[src/rtl/kmptt_pkg.sv]
// Shared types and constants for the keyed max-priority task table.
package kmptt_pkg;

    localparam int TASK_SLOTS = 256;
    localparam int SLOT_W     = $clog2(TASK_SLOTS);
    localparam int KEY_W      = 8;
    localparam int OWNER_W    = 16;
    localparam int PRIO_W     = 31;
    localparam int STATUS_W   = 2;
    localparam int CMP_W      = (SLOT_W > KEY_W) ? SLOT_W : KEY_W;

    localparam logic [1:0] MODE_ADD    = 2'd0;
    localparam logic [1:0] MODE_EDIT   = 2'd1;
    localparam logic [1:0] MODE_REMOVE = 2'd2;
    localparam logic [1:0] MODE_EXEC   = 2'd3;

    localparam logic [STATUS_W-1:0] ST_DONE   = 2'd0;
    localparam logic [STATUS_W-1:0] ST_EMPTY  = 2'd1;
    localparam logic [STATUS_W-1:0] ST_ABSENT = 2'd2;

    typedef struct packed {
        logic [1:0]         mode;
        logic [KEY_W-1:0]   task_key;
        logic [OWNER_W-1:0] owner_in;
        logic [PRIO_W-1:0]  prio_in;
    } t_in;

    typedef struct packed {
        logic [OWNER_W-1:0]  owner_out;
        logic [STATUS_W-1:0] status;
    } t_out;

    // Command broadcast to every cell of the chain.
    typedef struct packed {
        logic               add;
        logic               edit;
        logic               clear;
        logic [CMP_W-1:0]   key;
        logic [OWNER_W-1:0] owner;
        logic [PRIO_W-1:0]  prio;
    } t_cell_cmd;

    // Running best entry handed from cell to cell.
    typedef struct packed {
        logic               found;
        logic [SLOT_W-1:0]  idx;
        logic [PRIO_W-1:0]  prio;
        logic [OWNER_W-1:0] owner;
    } t_tok;

    typedef enum logic [1:0] {
        S_IDLE,
        S_SCAN,
        S_FIN
    } t_state;

endpackage

[src/rtl/kmptt_cell.sv]
// One table slot: holds an entry and folds it into the running maximum.
module kmptt_cell (
    input  logic                         i_clk,
    input  logic                         i_rst_n,
    input  logic [kmptt_pkg::SLOT_W-1:0] i_idx,
    input  kmptt_pkg::t_cell_cmd         i_cmd,
    input  kmptt_pkg::t_tok              i_tok,
    output kmptt_pkg::t_tok              o_tok,
    output logic                         o_hit
);

    logic                             r_valid;
    logic                             n_valid;
    logic [kmptt_pkg::OWNER_W-1:0]    r_owner;
    logic [kmptt_pkg::PRIO_W-1:0]     r_prio;
    kmptt_pkg::t_tok                  r_tok;
    kmptt_pkg::t_tok                  n_tok;
    logic                             match;
    logic                             take;

    assign match = (kmptt_pkg::CMP_W'(i_idx) == i_cmd.key);
    assign o_hit = r_valid && match;

    always_comb begin
        n_valid = r_valid;
        if (i_cmd.add && match) begin
            n_valid = 1'b1;
        end else if (i_cmd.clear && match) begin
            n_valid = 1'b0;
        end
    end

    // A later slot wins a tie, so equal priority replaces the incoming best.
    assign take = r_valid && (!i_tok.found || (r_prio >= i_tok.prio));

    always_comb begin
        n_tok = i_tok;
        if (take) begin
            n_tok.found = 1'b1;
            n_tok.idx   = i_idx;
            n_tok.prio  = r_prio;
            n_tok.owner = r_owner;
        end
    end

    always_ff @(posedge i_clk) begin
        if (!i_rst_n) begin
            r_valid     <= 1'b0;
            r_tok.found <= 1'b0;
        end else begin
            r_valid     <= n_valid;
            r_tok.found <= n_tok.found;
        end
        r_tok.idx   <= n_tok.idx;
        r_tok.prio  <= n_tok.prio;
        r_tok.owner <= n_tok.owner;
        if (i_cmd.add && match) begin
            r_owner <= i_cmd.owner;
            r_prio  <= i_cmd.prio;
        end else if (i_cmd.edit && match && r_valid) begin
            r_prio  <= i_cmd.prio;
        end
    end

    assign o_tok = r_tok;

endmodule

[config.mk]
export PLATFORM = sky130hd
export DESIGN_NAME = kmptt_cell
export DESIGN_NICKNAME = d
export VERILOG_FILES = /design/src/rtl/kmptt_pkg.sv /design/src/rtl/kmptt_cell.sv
export SDC_FILE = /design/constraint.sdc
export NUM_CORES = 1
export LEC_CHECK = 0
export ABC_AREA = 1
export BUFFER_PORTS_ARGS = -buffer_cell sky130_fd_sc_hd__buf_4
export CORE_MARGIN = 3
export CORE_UTILIZATION = 53
export CTS_BUF_LIST = sky130_fd_sc_hd__clkbuf_16
export DETAILED_ROUTE_END_ITERATION = 12
export GPL_ROUTABILITY_DRIVEN = 0
export PLACE_DENSITY = 0.92
export SETUP_SLACK_MARGIN = 0.02
export SLEW_MARGIN = 0
export SYNTH_ARGS = -nofsm -noshare
export SYNTH_HDL_FRONTEND = slang
export SYNTH_SLANG_ARGS = --single-unit
[constraint.sdc]
create_clock -name i_clk -period 4.15 [get_ports i_clk]
set_clock_uncertainty 0.15 [all_clocks]
set_input_delay 0 -clock i_clk [delete_from_list [all_inputs] [get_ports i_clk]]
set_output_delay 0 -clock i_clk [all_outputs]
set_load 0.03 [all_outputs]
==> key figures, run 1 <==
Clock network
  – CTS sink count: 104
  – Cts repair resizes: 0
  – CTS tree: built
  – TritonCTS Buffers: 9
  – Worst-Skew Late Latency: 0.34 ns
  – Maximum root-to-sink buffer count: 2
  – Clock transition at path regs: 0.08 ns
  – CTS Root Cell: clkbuf_16
  – Htree depth: 3

STA
  – RSZ-0062 raised after global routing: no
  – Fin. max-slew vios: 0
  – Actual slew at the worst max-slew pin: 0.921 ns
  – Fin Hold WS: 0.196 ns
  – Fmax: 301 MHz
  – Setup-failing EPs final: 0
  – Tcrit/Tclk final: 0.800
  – Post-route setup slack: 0.830 ns
  – Slew margin rel.: 0.386
  – Minimum clock period: 3.32 ns
  – Setup TNS: 0 ns
  – Final hold vios: 0

Logic synthesis
  – Xor/xnor share of the synthesized area: 0.00718
  – Synth warn: 0
  – Area share of the largest cell type after synthesis: 0.289
  – Sequential fraction of the synthesis area: 0.523
  – Register bit total from synthesis: 104
  – Multiplexer share of the synthesized area: 0
  – Unique cell type count in the Yosys netlist: 31
  – Avg Cell Area, Syn: 10.2 sq um
  – Synthesized area: 4880 sq um
  – Adder-cell share of the synthesized area: 0.0795
  – Largest family of logic cells by synthesized area: simple AND/OR/NAND/NOR gates
  – Gate count after technology mapping: 479
  – Simple-gate share of the synthesized area: 0.288
  – Compound-gate portion of the synthesized area: 0.0167
  – Largest area contributor in the netlist: edfxtp_1
  – Syn_nets: 634
  – Area contributors post-synth: edfxtp_1 29%, dfxtp_1 23%, nand2_1 13%, nand3_2 10%, ha_1 8.0%

Detailed routing
  – WL/cell: 18.1 microns
  – Number of detailed-route iterations in the first pass: 5
  – Routed vias: 4,713
  – Routed wl met3: 1270 microns
  – Met1 Wirelength: 5460 microns
  – Routed wire length: 16,000 microns
  – Final antenna-violating net count: 0
  – # DRC: 0
  – Met2 WL: 8570 microns
  – Initial DRC count: 265
  – Vias per cell: 5.33
  – Highest routing layer actually used: met4

Layout
  – Design area: 7620 sq um
  – Most frequent cells in the layout: 183 x buf_4, 165 x nand2_1, 114 x dlygate4sd3_1, 56 x dfxtp_1, 50 x nand3_2
  – Filler-free cell count of the finished design: 884
  – Nets: 925
  – Share of cells above drive strength 1: 0.339
  – Final core utilization: 0.861
  – Area growth syn-to-layout: 56.2%
  – Commonest non-fill, non-tap cell in the layout: buf_4

Worst setup path
  – CP arrival: 3.45 ns
  – CP Capture Type: flip-flop
  – Critical path peak fanout: 55
  – Cell Chain, Critical Path: ha_1 > nand2_1 > nor2_1 > nand2_1 > nor3_1 > nand2_1 > nand4_4 > buf_4 > nand3_2 > nand2_1 > dlygate4sd3_1
  – Crit path kind: flip-flop to flip-flop
  – CP max-delay cell: buf_4
  – Max stage delay on crit path: 0.69 ns
  – Critical Path Source Type: flip-flop
  – CP required: 4.28 ns
  – Most used cell, CP: nand2_1

Placed design
  – Placed Area: 6160 sq um
  – Placed cells: 753
  – Place WS: 1.52 ns
  – PortBufs: 180
  – Final HPWL DP: 8480 microns

Floorplan
  – Initial Util: 0.551
  – Die area: 10,400 sq um
  – IO Pins: 181
  – Core area: 8850 sq um
  – Cell row count: 34
  – Horiz. Die Dim: 102 microns
  – Die Y: 102 microns

Global routing
  – GRT overflow: 0
  – GRT Overall Usage: 0.304
  – First-pass GRT wire length: 24,500 microns
  – Pin count of the biggest net entering global routing: 59
  – Vias in the first global route: 5,195
  – Initial antenna violation count: 1

Power
  – Psw: 0.633 mW
  – P_leak: 3.64 nW
  – Reg power frac: 0.456
  – Clk network pwr share: 0.370
  – Net Sw Frac: 0.260
  – Power density over cell area: 320 nW/um^2
  – Total power draw: 2.43 mW
  – Internal: 1.80 mW
  – Combinational power share: 0.174
  – Worst-case vdd ir drop: 192 uV

Run status
  – Status: finished clean

Hold path
  – Min-Delay Path Class: input pin to flip-flop

Flow run
  – Max Cap Violations: 0
-- final timing paths --
| kind | startpoint | end | slack, ns | depth (start not counted) |
|---|---|---|---|---|
| setup / recovery | r_prio[2] | o_tok[51] | 0.83 | 11 |
| hold / removal | i_cmd[56] | r_prio[29] | 0.20 | 4 |
| setup reg to reg | r_prio[2] | o_tok[51] | 0.83 | 11 |
| hold reg to reg | r_owner[13] | o_tok[13] | 0.34 | 2 |
-- cell type report --
class	instances	area (sq um)
sequential	104	2560
timing repair buffer	297	2510
fill	403	1230
multi-input combinational	309	1910
clock inverter	7	87.6
tap	108	135
clock buffer	9	225
inverter	49	184
antenna	1	2.50
-- per-layer routing --
metal  vias to the layer above  global-route usage
li1                       2145                   -
met1                      2226               0.319
met2                       280               0.571
met3                        62              0.0662
met4                         0               0.149
met5                         -                   0
-- flip-flops by register name (all words and copies together), names as in the netlist --
name / cells
r_owner: 16
r_valid: 1
r_prio: 31
o_tok: 56
-- what timing repair did --
item | in CTS | in global routing
setup buffers | 0 | 0
hold buffers | 114 | 0
endpoints found under the hold margin | 104 | 0
endpoints found under the setup margin | 0 | 0
-- logic make-up after synthesis --
group / after synthesis
and+or+nand+nor: 260
buffers and inverters: 66
xor gates and xnor gates: 4
DFF: 104
AOI/OAI and AO/OA: 14
adders and majority gates: 31
-- synthesized netlist by cell type, drive strengths merged --
cell	instances
or2	4
nor3	2
a21oi	11
nor2	15
dfxtp	57
edfxtp	47
xor2	4
inv	49
clkbuf	11
ha	31
o211ai	1
nand2	167
nor3b	1
buf	6
and3	1
nor4	1
nand4	9
nand3b	1
nand3	59
a21o	2
-- critical path: cells and delay by family (launching register included) --
family | cells | cell delay, ns
flops | 1 | 0.43
buf+inv | 2 | 1.24
fa+ha+maj | 1 | 0.37
simple gates | 8 | 1.04
-- power groups by stage --
stage / sequential, mW / clock, mW / combinational (mW)
finish: 1.11 / 0.901 / 0.423
global placement: 1.13 / 0 / 0.307
CTS: 1.11 / 0.892 / 0.405
floorplan: 1.19 / 0 / 0.106
detailed placement: 1.13 / 0 / 0.317
global route: 1.11 / 0.940 / 0.448
Note: power is estimated with default switching activity, not from simulation.
==> run 2, diff against run 1 <==
CORE_UTILIZATION = 45   (was 53)
PLACE_DENSITY = 0.84   (was 0.92)
clock period = 3.05 ns   (was 4.15 ns; I/O delays follow)
==> run 2 against run 1 <==
  * Critical path depth is the same
  * Worst hold slack gained 0.010 ns
  * Final cell count grew 3.4%
  * First-iteration DRC count shrank 1.9%
  * Non-clock buffer count grew 1
  * Sequential power grew 36%
  * Total power grew 36%
  * Global-route usage shrank 6.8 points
  * Flip-flop and latch count is the same
  * Die area grew 17%
  * Core utilization shrank 12 points
==> key figures, run 2 (synthesis gave the netlist of run 1 again) <==
Worst setup path
  – Critical path peak fanout: 55 (unchanged)
  – CP arrival: 2.96 ns (-0.49 ns)
  – Critical path origin: r_prio[2]
  – Reg2reg start: r_prio[2]
  – Critical Path Source Type: flip-flop
  – CP Capture Type: flip-flop
  – CP required: 3.12 ns (-1.16 ns)
  – Most used cell, CP: nand2_1
  – Max stage delay on crit path: 0.56 ns (-0.13 ns)
  – Critical path's top delay family: simple AND/OR/NAND/NOR gates
  – CP max-delay cell: dlygate4sd3_1
  – CP bufs+invs: 1 (-1)
  – Crit path kind: flip-flop to flip-flop
  – Cell Chain, Critical Path: ha_1 > nand2_1 > nor2_1 > nand2_1 > nor3_1 > nand2_1 > nand4_4 > nand2_8 > nand2_1 > nand2_1 > dlygate4sd3_1

Layout
  – Nets: 926 (+0.11%)
  – Fillers: 662 (+64%)
  – Commonest non-fill, non-tap cell in the layout: buf_4
  – Share of cells above drive strength 1: 0.339 (-0.000437)
  – Max reg flops: 56 (unchanged)
  – Most frequent cells in the layout: 183 x buf_4, 165 x nand2_1, 114 x dlygate4sd3_1, 56 x dfxtp_1
  – Area growth syn-to-layout: 57.5%
  – Filler-free cell count of the finished design: 914 (+3.4%)

Global routing
  – Pin count of the biggest net entering global routing: 56 (-5.1%)
  – First-pass GRT wire length: 21,800 microns (-11%)
  – GRT overflow: 0 (unchanged)
  – Initial antenna violation count: 0 (-1)
  – Vias in the first global route: 4,633 (-11%)
  – GRT Overall Usage: 0.236 (-0.0678)

Hold path
  – Min-Delay Path Class: input pin to flip-flop
  – Hold Crit Start: i_cmd[56]

Floorplan
  – Horiz. Die Dim: 110 microns (+8.0%)
  – Die area: 12,100 sq um (+17%)
  – Initial Util: 0.468 (-0.0830)
  – Die Y: 110 microns (+8.0%)
  – Cell row count: 37 (+8.8%)
  – Core area: 10,400 sq um (+18%)
  – IO Pins: 181 (unchanged)

Clock network
  – Maximum root-to-sink buffer count: 2 (unchanged)
  – CTS tree: built
  – CTS sink count: 104 (unchanged)
  – Worst-Skew Late Latency: 0.34 ns (about the same)
  – Htree depth: 3 (unchanged)
  – TritonCTS Buffers: 9 (unchanged)
  – Clock transition at path regs: 0.07 ns (about the same)
  – CTS Root Cell: clkbuf_16

STA
  – Fin. max-slew vios: 0 (unchanged)
  – Setup-failing EPs final: 0 (unchanged)
  – Fin Hold WS: 0.206 ns (+0.0104 ns)
  – Final hold vios: 0 (unchanged)
  – Actual slew at the worst max-slew pin: 0.660 ns (-0.261 ns)
  – RSZ-0062 raised after global routing: no
  – Fmax: 346 MHz (+15%)
  – Tcrit/Tclk final: 0.947 (+0.147)
  – Setup TNS: 0 ns (unchanged)
  – Slew margin rel.: 0.559 (+0.173)
  – Minimum clock period: 2.89 ns (-0.431 ns)

Detailed routing
  – Routed wire length: 14,300 microns (-10%)
  – Final antenna-violating net count: 0 (unchanged)
  – Routed vias: 4,368 (-7.3%)
  – Vias per cell: 4.78 (-10%)
  – WL/cell: 15.7 microns (-13%)
  – Number of detailed-route iterations in the first pass: 4 (-1)
  – Initial DRC count: 260 (-1.9%)
  – # DRC: 0 (unchanged)

Power
  – Internal: 2.52 mW (+40%)
  – Reg power frac: 0.456 (about the same)
  – Clk network pwr share: 0.374 (+0.004)
  – Power density over cell area: 431 nW/um^2 (+35%)
  – P_leak: 3.65 nW (+0.23%)
  – Net Sw Frac: 0.240 (-0.0201)
  – Combinational power share: 0.170 (-0.004)
  – Psw: 0.795 mW (+25%)
  – Worst-case vdd ir drop: 242 uV (+26%)

Flow run
  – Max Cap Violations: 0 (unchanged)

Run status
  – Status: finished clean

Placed design
  – Final HPWL DP: 8890 microns (+4.9%)
  – Placed cells: 782 (+3.9%)
  – PortBufs: 180 (unchanged)
[run 2: cell types whose count changed in the layout (fill, tap and decap cells not counted)]
cell       delta
diode_2       +1
inv_6         +1
inv_8         -3
bufinv_16     +1
nand2_8       +1
buf_6         +1
nand2_4       -1
inv_1         +1
[run 2: metal layers]
metal	global-route usage	vias up	routed length (microns)
li1	-	2148	-
met1	0.250	2006	5230
met2	0.448	180	7810
met3	0.0460	34	935
met4	0.107	0	356
met5	0	-	0
[run 2: final timing paths]
path	slack, ns	cells after the start	to
setup reg to reg	0.16	11	o_tok[51]
hold / removal	0.21	4	r_prio[25]
hold reg to reg	0.33	2	o_tok[4]
setup / recovery	0.16	11	o_tok[51]
[run 2: worst reg2reg max path: stages (launching register included)]
cell and delay (ns):
edfxtp_1 0.42, ha_1 0.34, nand2_1 0.06, nor2_1 0.09, nand2_1 0.08, nor3_1 0.23
nand2_1 0.15, nand4_4 0.16, nand2_8 0.25, nand2_1 0.21, nand2_1 0.07, dlygate4sd3_1 0.56
[run 2: per-stage QoR]
step / setup slack (ns) / instance area, sq um / util / total power [mW]
2_1_floorplan: 0.828 / 4880 / - / 1.77
3_3_place_gp: 0.649 / 6200 / 0.595 / 1.96
3_5_place_dp: 0.626 / 6200 / 0.595 / 1.97
4_1_cts: 0.0594 / 7660 / 0.736 / 3.32
5_1_grt: 0.0255 / 7680 / 0.737 / 3.43
6_report: 0.161 / 7680 / 0.738 / 3.31
[run 2: layout make-up]
| class | instances | area, sq um | area share |
|---|---|---|---|
| diodes | 2 | 5.00 | 0.000651 |
| clock buffers | 9 | 225 | 0.0293 |
| clock inverters | 7 | 96.3 | 0.0125 |
| inverters | 49 | 184 | 0.0239 |
| multi-input cells | 309 | 1920 | 0.250 |
| flip-flops and latches | 104 | 2560 | 0.333 |
| well taps | 136 | 170 | 0.0221 |
| repair buffers | 298 | 2530 | 0.329 |
[run 2: power by group through the flow]
stage | registers, mW | logic, mW | clock network [mW]
6_report | 1.51 | 0.562 | 1.24
5_1_grt | 1.51 | 0.604 | 1.31
4_1_cts | 1.51 | 0.550 | 1.26
3_5_place_dp | 1.54 | 0.430 | 0
3_3_place_gp | 1.54 | 0.420 | 0
2_1_floorplan | 1.62 | 0.144 | 0
[run 2: what timing repair did]
item                                    4_1_cts  5_1_grt
hold buffers                                114        0
endpoints found under the setup margin        0        8
gates resized for setup                       0        2
setup buffers                                 0        0
endpoints found under the hold margin       104        0
==> run 3, diff against run 2 <==
BUFFER_PORTS_ARGS = -buffer_cell sky130_fd_sc_hd__buf_2   (was -buffer_cell sky130_fd_sc_hd__buf_4)
TNS_END_PERCENT = 100   (was default)
==> run 3 against run 2 <==
  * Wire length is 0.60% lower
  * First-iteration DRC count is 5.0% lower
  * Clock-buffer cell count stayed put
  * Clock power is 6% lower
  * Largest cell class unchanged
==> key figures, run 3 (synthesis gave the netlist of run 1 again) <==
Run status
  – Status: finished clean

Layout
  – Share of cells above drive strength 1: 0.338 (-0.00129)
  – Register area: 2560 sq um (unchanged)
  – Area occupied by multi-input gates: 1920 sq um (unchanged)
  – Filler-free cell count of the finished design: 913 (-0.11%)
  – Fillers: 722 (+9.1%)
  – Max reg flops: 56 (unchanged)
  – Most frequent cells in the layout: 180 x buf_2, 165 x nand2_1, 114 x dlygate4sd3_1, 56 x dfxtp_1
  – Nets: 926 (unchanged)
  – Area growth syn-to-layout: 47.7%
  – Commonest non-fill, non-tap cell in the layout: buf_2

Hold path
  – Hold depth: 4 (unchanged)
  – Min-Delay Path Class: input pin to flip-flop
  – Worst Hold End: r_prio[29]
  – Hold Crit Start: i_cmd[56]

STA
  – Fmax: 347 MHz (+0.27%)
  – Final hold vios: 0 (unchanged)
  – Actual slew at the worst max-slew pin: 0.658 ns (-0.00194 ns)
  – Minimum clock period: 2.88 ns (-0.00783 ns)
  – RSZ-0062 raised after global routing: no
  – Slew margin rel.: 0.561 (+0.00130)
  – Setup TNS: 0 ns (unchanged)
  – Post-route setup slack: 0.169 ns (+0.00783 ns)
  – Setup-failing EPs final: 0 (unchanged)
  – Fin. max-slew vios: 0 (unchanged)
  – Tcrit/Tclk final: 0.945 (-0.00257)

Floorplan
  – Die area: 12,100 sq um (unchanged)
  – Horiz. Die Dim: 110 microns (unchanged)
  – Cell row count: 37 (unchanged)
  – Die Y: 110 microns (unchanged)
  – Initial Util: 0.468 (unchanged)
  – Core area: 10,400 sq um (unchanged)
  – IO Pins: 181 (unchanged)

Detailed routing
  – # DRC: 0 (unchanged)
  – Routed wire length: 14,200 microns (-0.60%)
  – Number of detailed-route iterations in the first pass: 4 (unchanged)
  – Vias per cell: 4.84 (+1.3%)
  – Final antenna-violating net count: 0 (unchanged)
  – Initial DRC count: 247 (-5.0%)
  – WL/cell: 15.6 microns (-0.49%)
  – Routed vias: 4,419 (+1.2%)

Global routing
  – GRT Overall Usage: 0.242 (+0.00593)
  – Pin count of the biggest net entering global routing: 56 (unchanged)
  – Vias in the first global route: 4,819 (+4.0%)
  – First-pass GRT wire length: 22,200 microns (+1.7%)
  – GRT overflow: 0 (unchanged)
  – Initial antenna violation count: 1 (+1)

Placed design
  – PortBufs: 180 (unchanged)
  – Placed cells: 782 (unchanged)
  – Place WS: 0.659 ns (+0.0331 ns)
  – Final HPWL DP: 8540 microns (-4.0%)

Clock network
  – CTS Root Cell: clkbuf_16
  – TritonCTS Buffers: 9 (unchanged)
  – CTS tree: built
  – Clock transition at path regs: 0.07 ns (about the same)
  – CTS sink count: 104 (unchanged)
  – Maximum root-to-sink buffer count: 2 (unchanged)
  – Htree depth: 3 (unchanged)
  – Worst-Skew Late Latency: 0.34 ns (about the same)

Worst setup path
  – Critical path peak fanout: 55 (unchanged)
  – CP Capture Type: flip-flop
  – Most used cell, CP: nand2_1
  – CP required: 3.13 ns (about the same)
  – CP max-delay cell: dlygate4sd3_1
  – Crit path kind: flip-flop to flip-flop
  – Max stage delay on crit path: 0.57 ns (about the same)
  – Reg2Reg Depth: 11 (unchanged)
  – Cell Chain, Critical Path: ha_1 > nand2_1 > nor2_2 > nand4_2 > nor3_4 > nand2_2 > nand4_4 > nand2_8 > nand2_1 > nand2_1 > dlygate4sd3_1
  – CP arrival: 2.96 ns (about the same)
  – Reg2reg start: r_prio[22]
  – RR Endpoint: o_tok[52]
  – Reg-to-reg slack, setup: 0.17 ns (about the same)
  – Critical Path Source Type: flip-flop

Power
  – P_leak: 3.49 nW (-4.6%)
  – Power density over cell area: 438 nW/um^2 (+1.7%)
  – Worst-case vdd ir drop: 251 uV (+3.6%)

Flow run
  – Max Cap Violations: 0 (unchanged)
-- run 3: changes by cell type in the layout (fill, tap and decap cells not counted), sizes merged --
cell / previous run / this run
clkinv: 1 / 2
diode: 2 / 1
bufinv: 2 / 1
-- run 3: per-layer routing --
layer,vias to the layer above,share of wire,track usage
li1,2141,-,-
met1,2049,0.36,0.245
met2,178,0.54,0.457
met3,51,0.059,0.0565
met4,0,0.041,0.129
met5,-,0,0
-- run 3: layout make-up --
cell class / count / share of cell area
diodes: 1 / 0.000347
clock buffers: 9 / 0.0313
clock inverters: 7 / 0.0101
inverters: 49 / 0.0255
multi-input cells: 309 / 0.266
flip-flops and latches: 104 / 0.355
well taps: 136 / 0.0236
repair buffers: 298 / 0.288
-- run 3: per-stage QoR --
step / power [mW] / instance area (sq um) / util / hold WS, ns
floorplan: 1.77 / 4880 / - / -0.0511
global placement: 1.89 / 5750 / 0.552 / 0.0274
detailed placement: 1.90 / 5750 / 0.552 / 0.0283
CTS: 3.16 / 7190 / 0.690 / 0.176
global route: 3.27 / 7210 / 0.692 / 0.205
finish: 3.16 / 7210 / 0.692 / 0.178
-- run 3: repair_timing --
action / 4_1_cts / 5_1_grt
hold endpoints to repair: 104 / 0
endpoints found under the setup margin: 0 / 8
hold buffers: 114 / 0
gates resized for setup: 0 / 2
setup buffers: 0 / 0
-- run 3: worst max-delay path: cells and delay by family, from the launching register on --
family | cells | cell delay (ns)
simple gates | 9 | 1.19
buf+inv | 1 | 0.57
fa+ha+maj | 1 | 0.36
flops | 1 | 0.44
-- run 3: power by group --
group	internal, mW	switching [mW]
registers	1.50	0.0132
logic	0.234	0.258
clock network	0.638	0.518
total	2.37	0.789
-- run 3: how the worst max path moves through the flow --
| stage | end | startpoint | slack, ns |
|---|---|---|---|
| after floorplan | r_prio[0] | i_idx[4] | 0.83 |
| after global placement | o_tok[30] | r_prio[4] | 0.69 |
| after detailed placement | o_tok[7] | r_prio[18] | 0.66 |
| final | o_tok[52] | r_prio[22] | 0.17 |
| after CTS | o_tok[48] | r_prio[18] | 0.14 |
| after global routing | o_tok[47] | r_prio[22] | 0.06 |
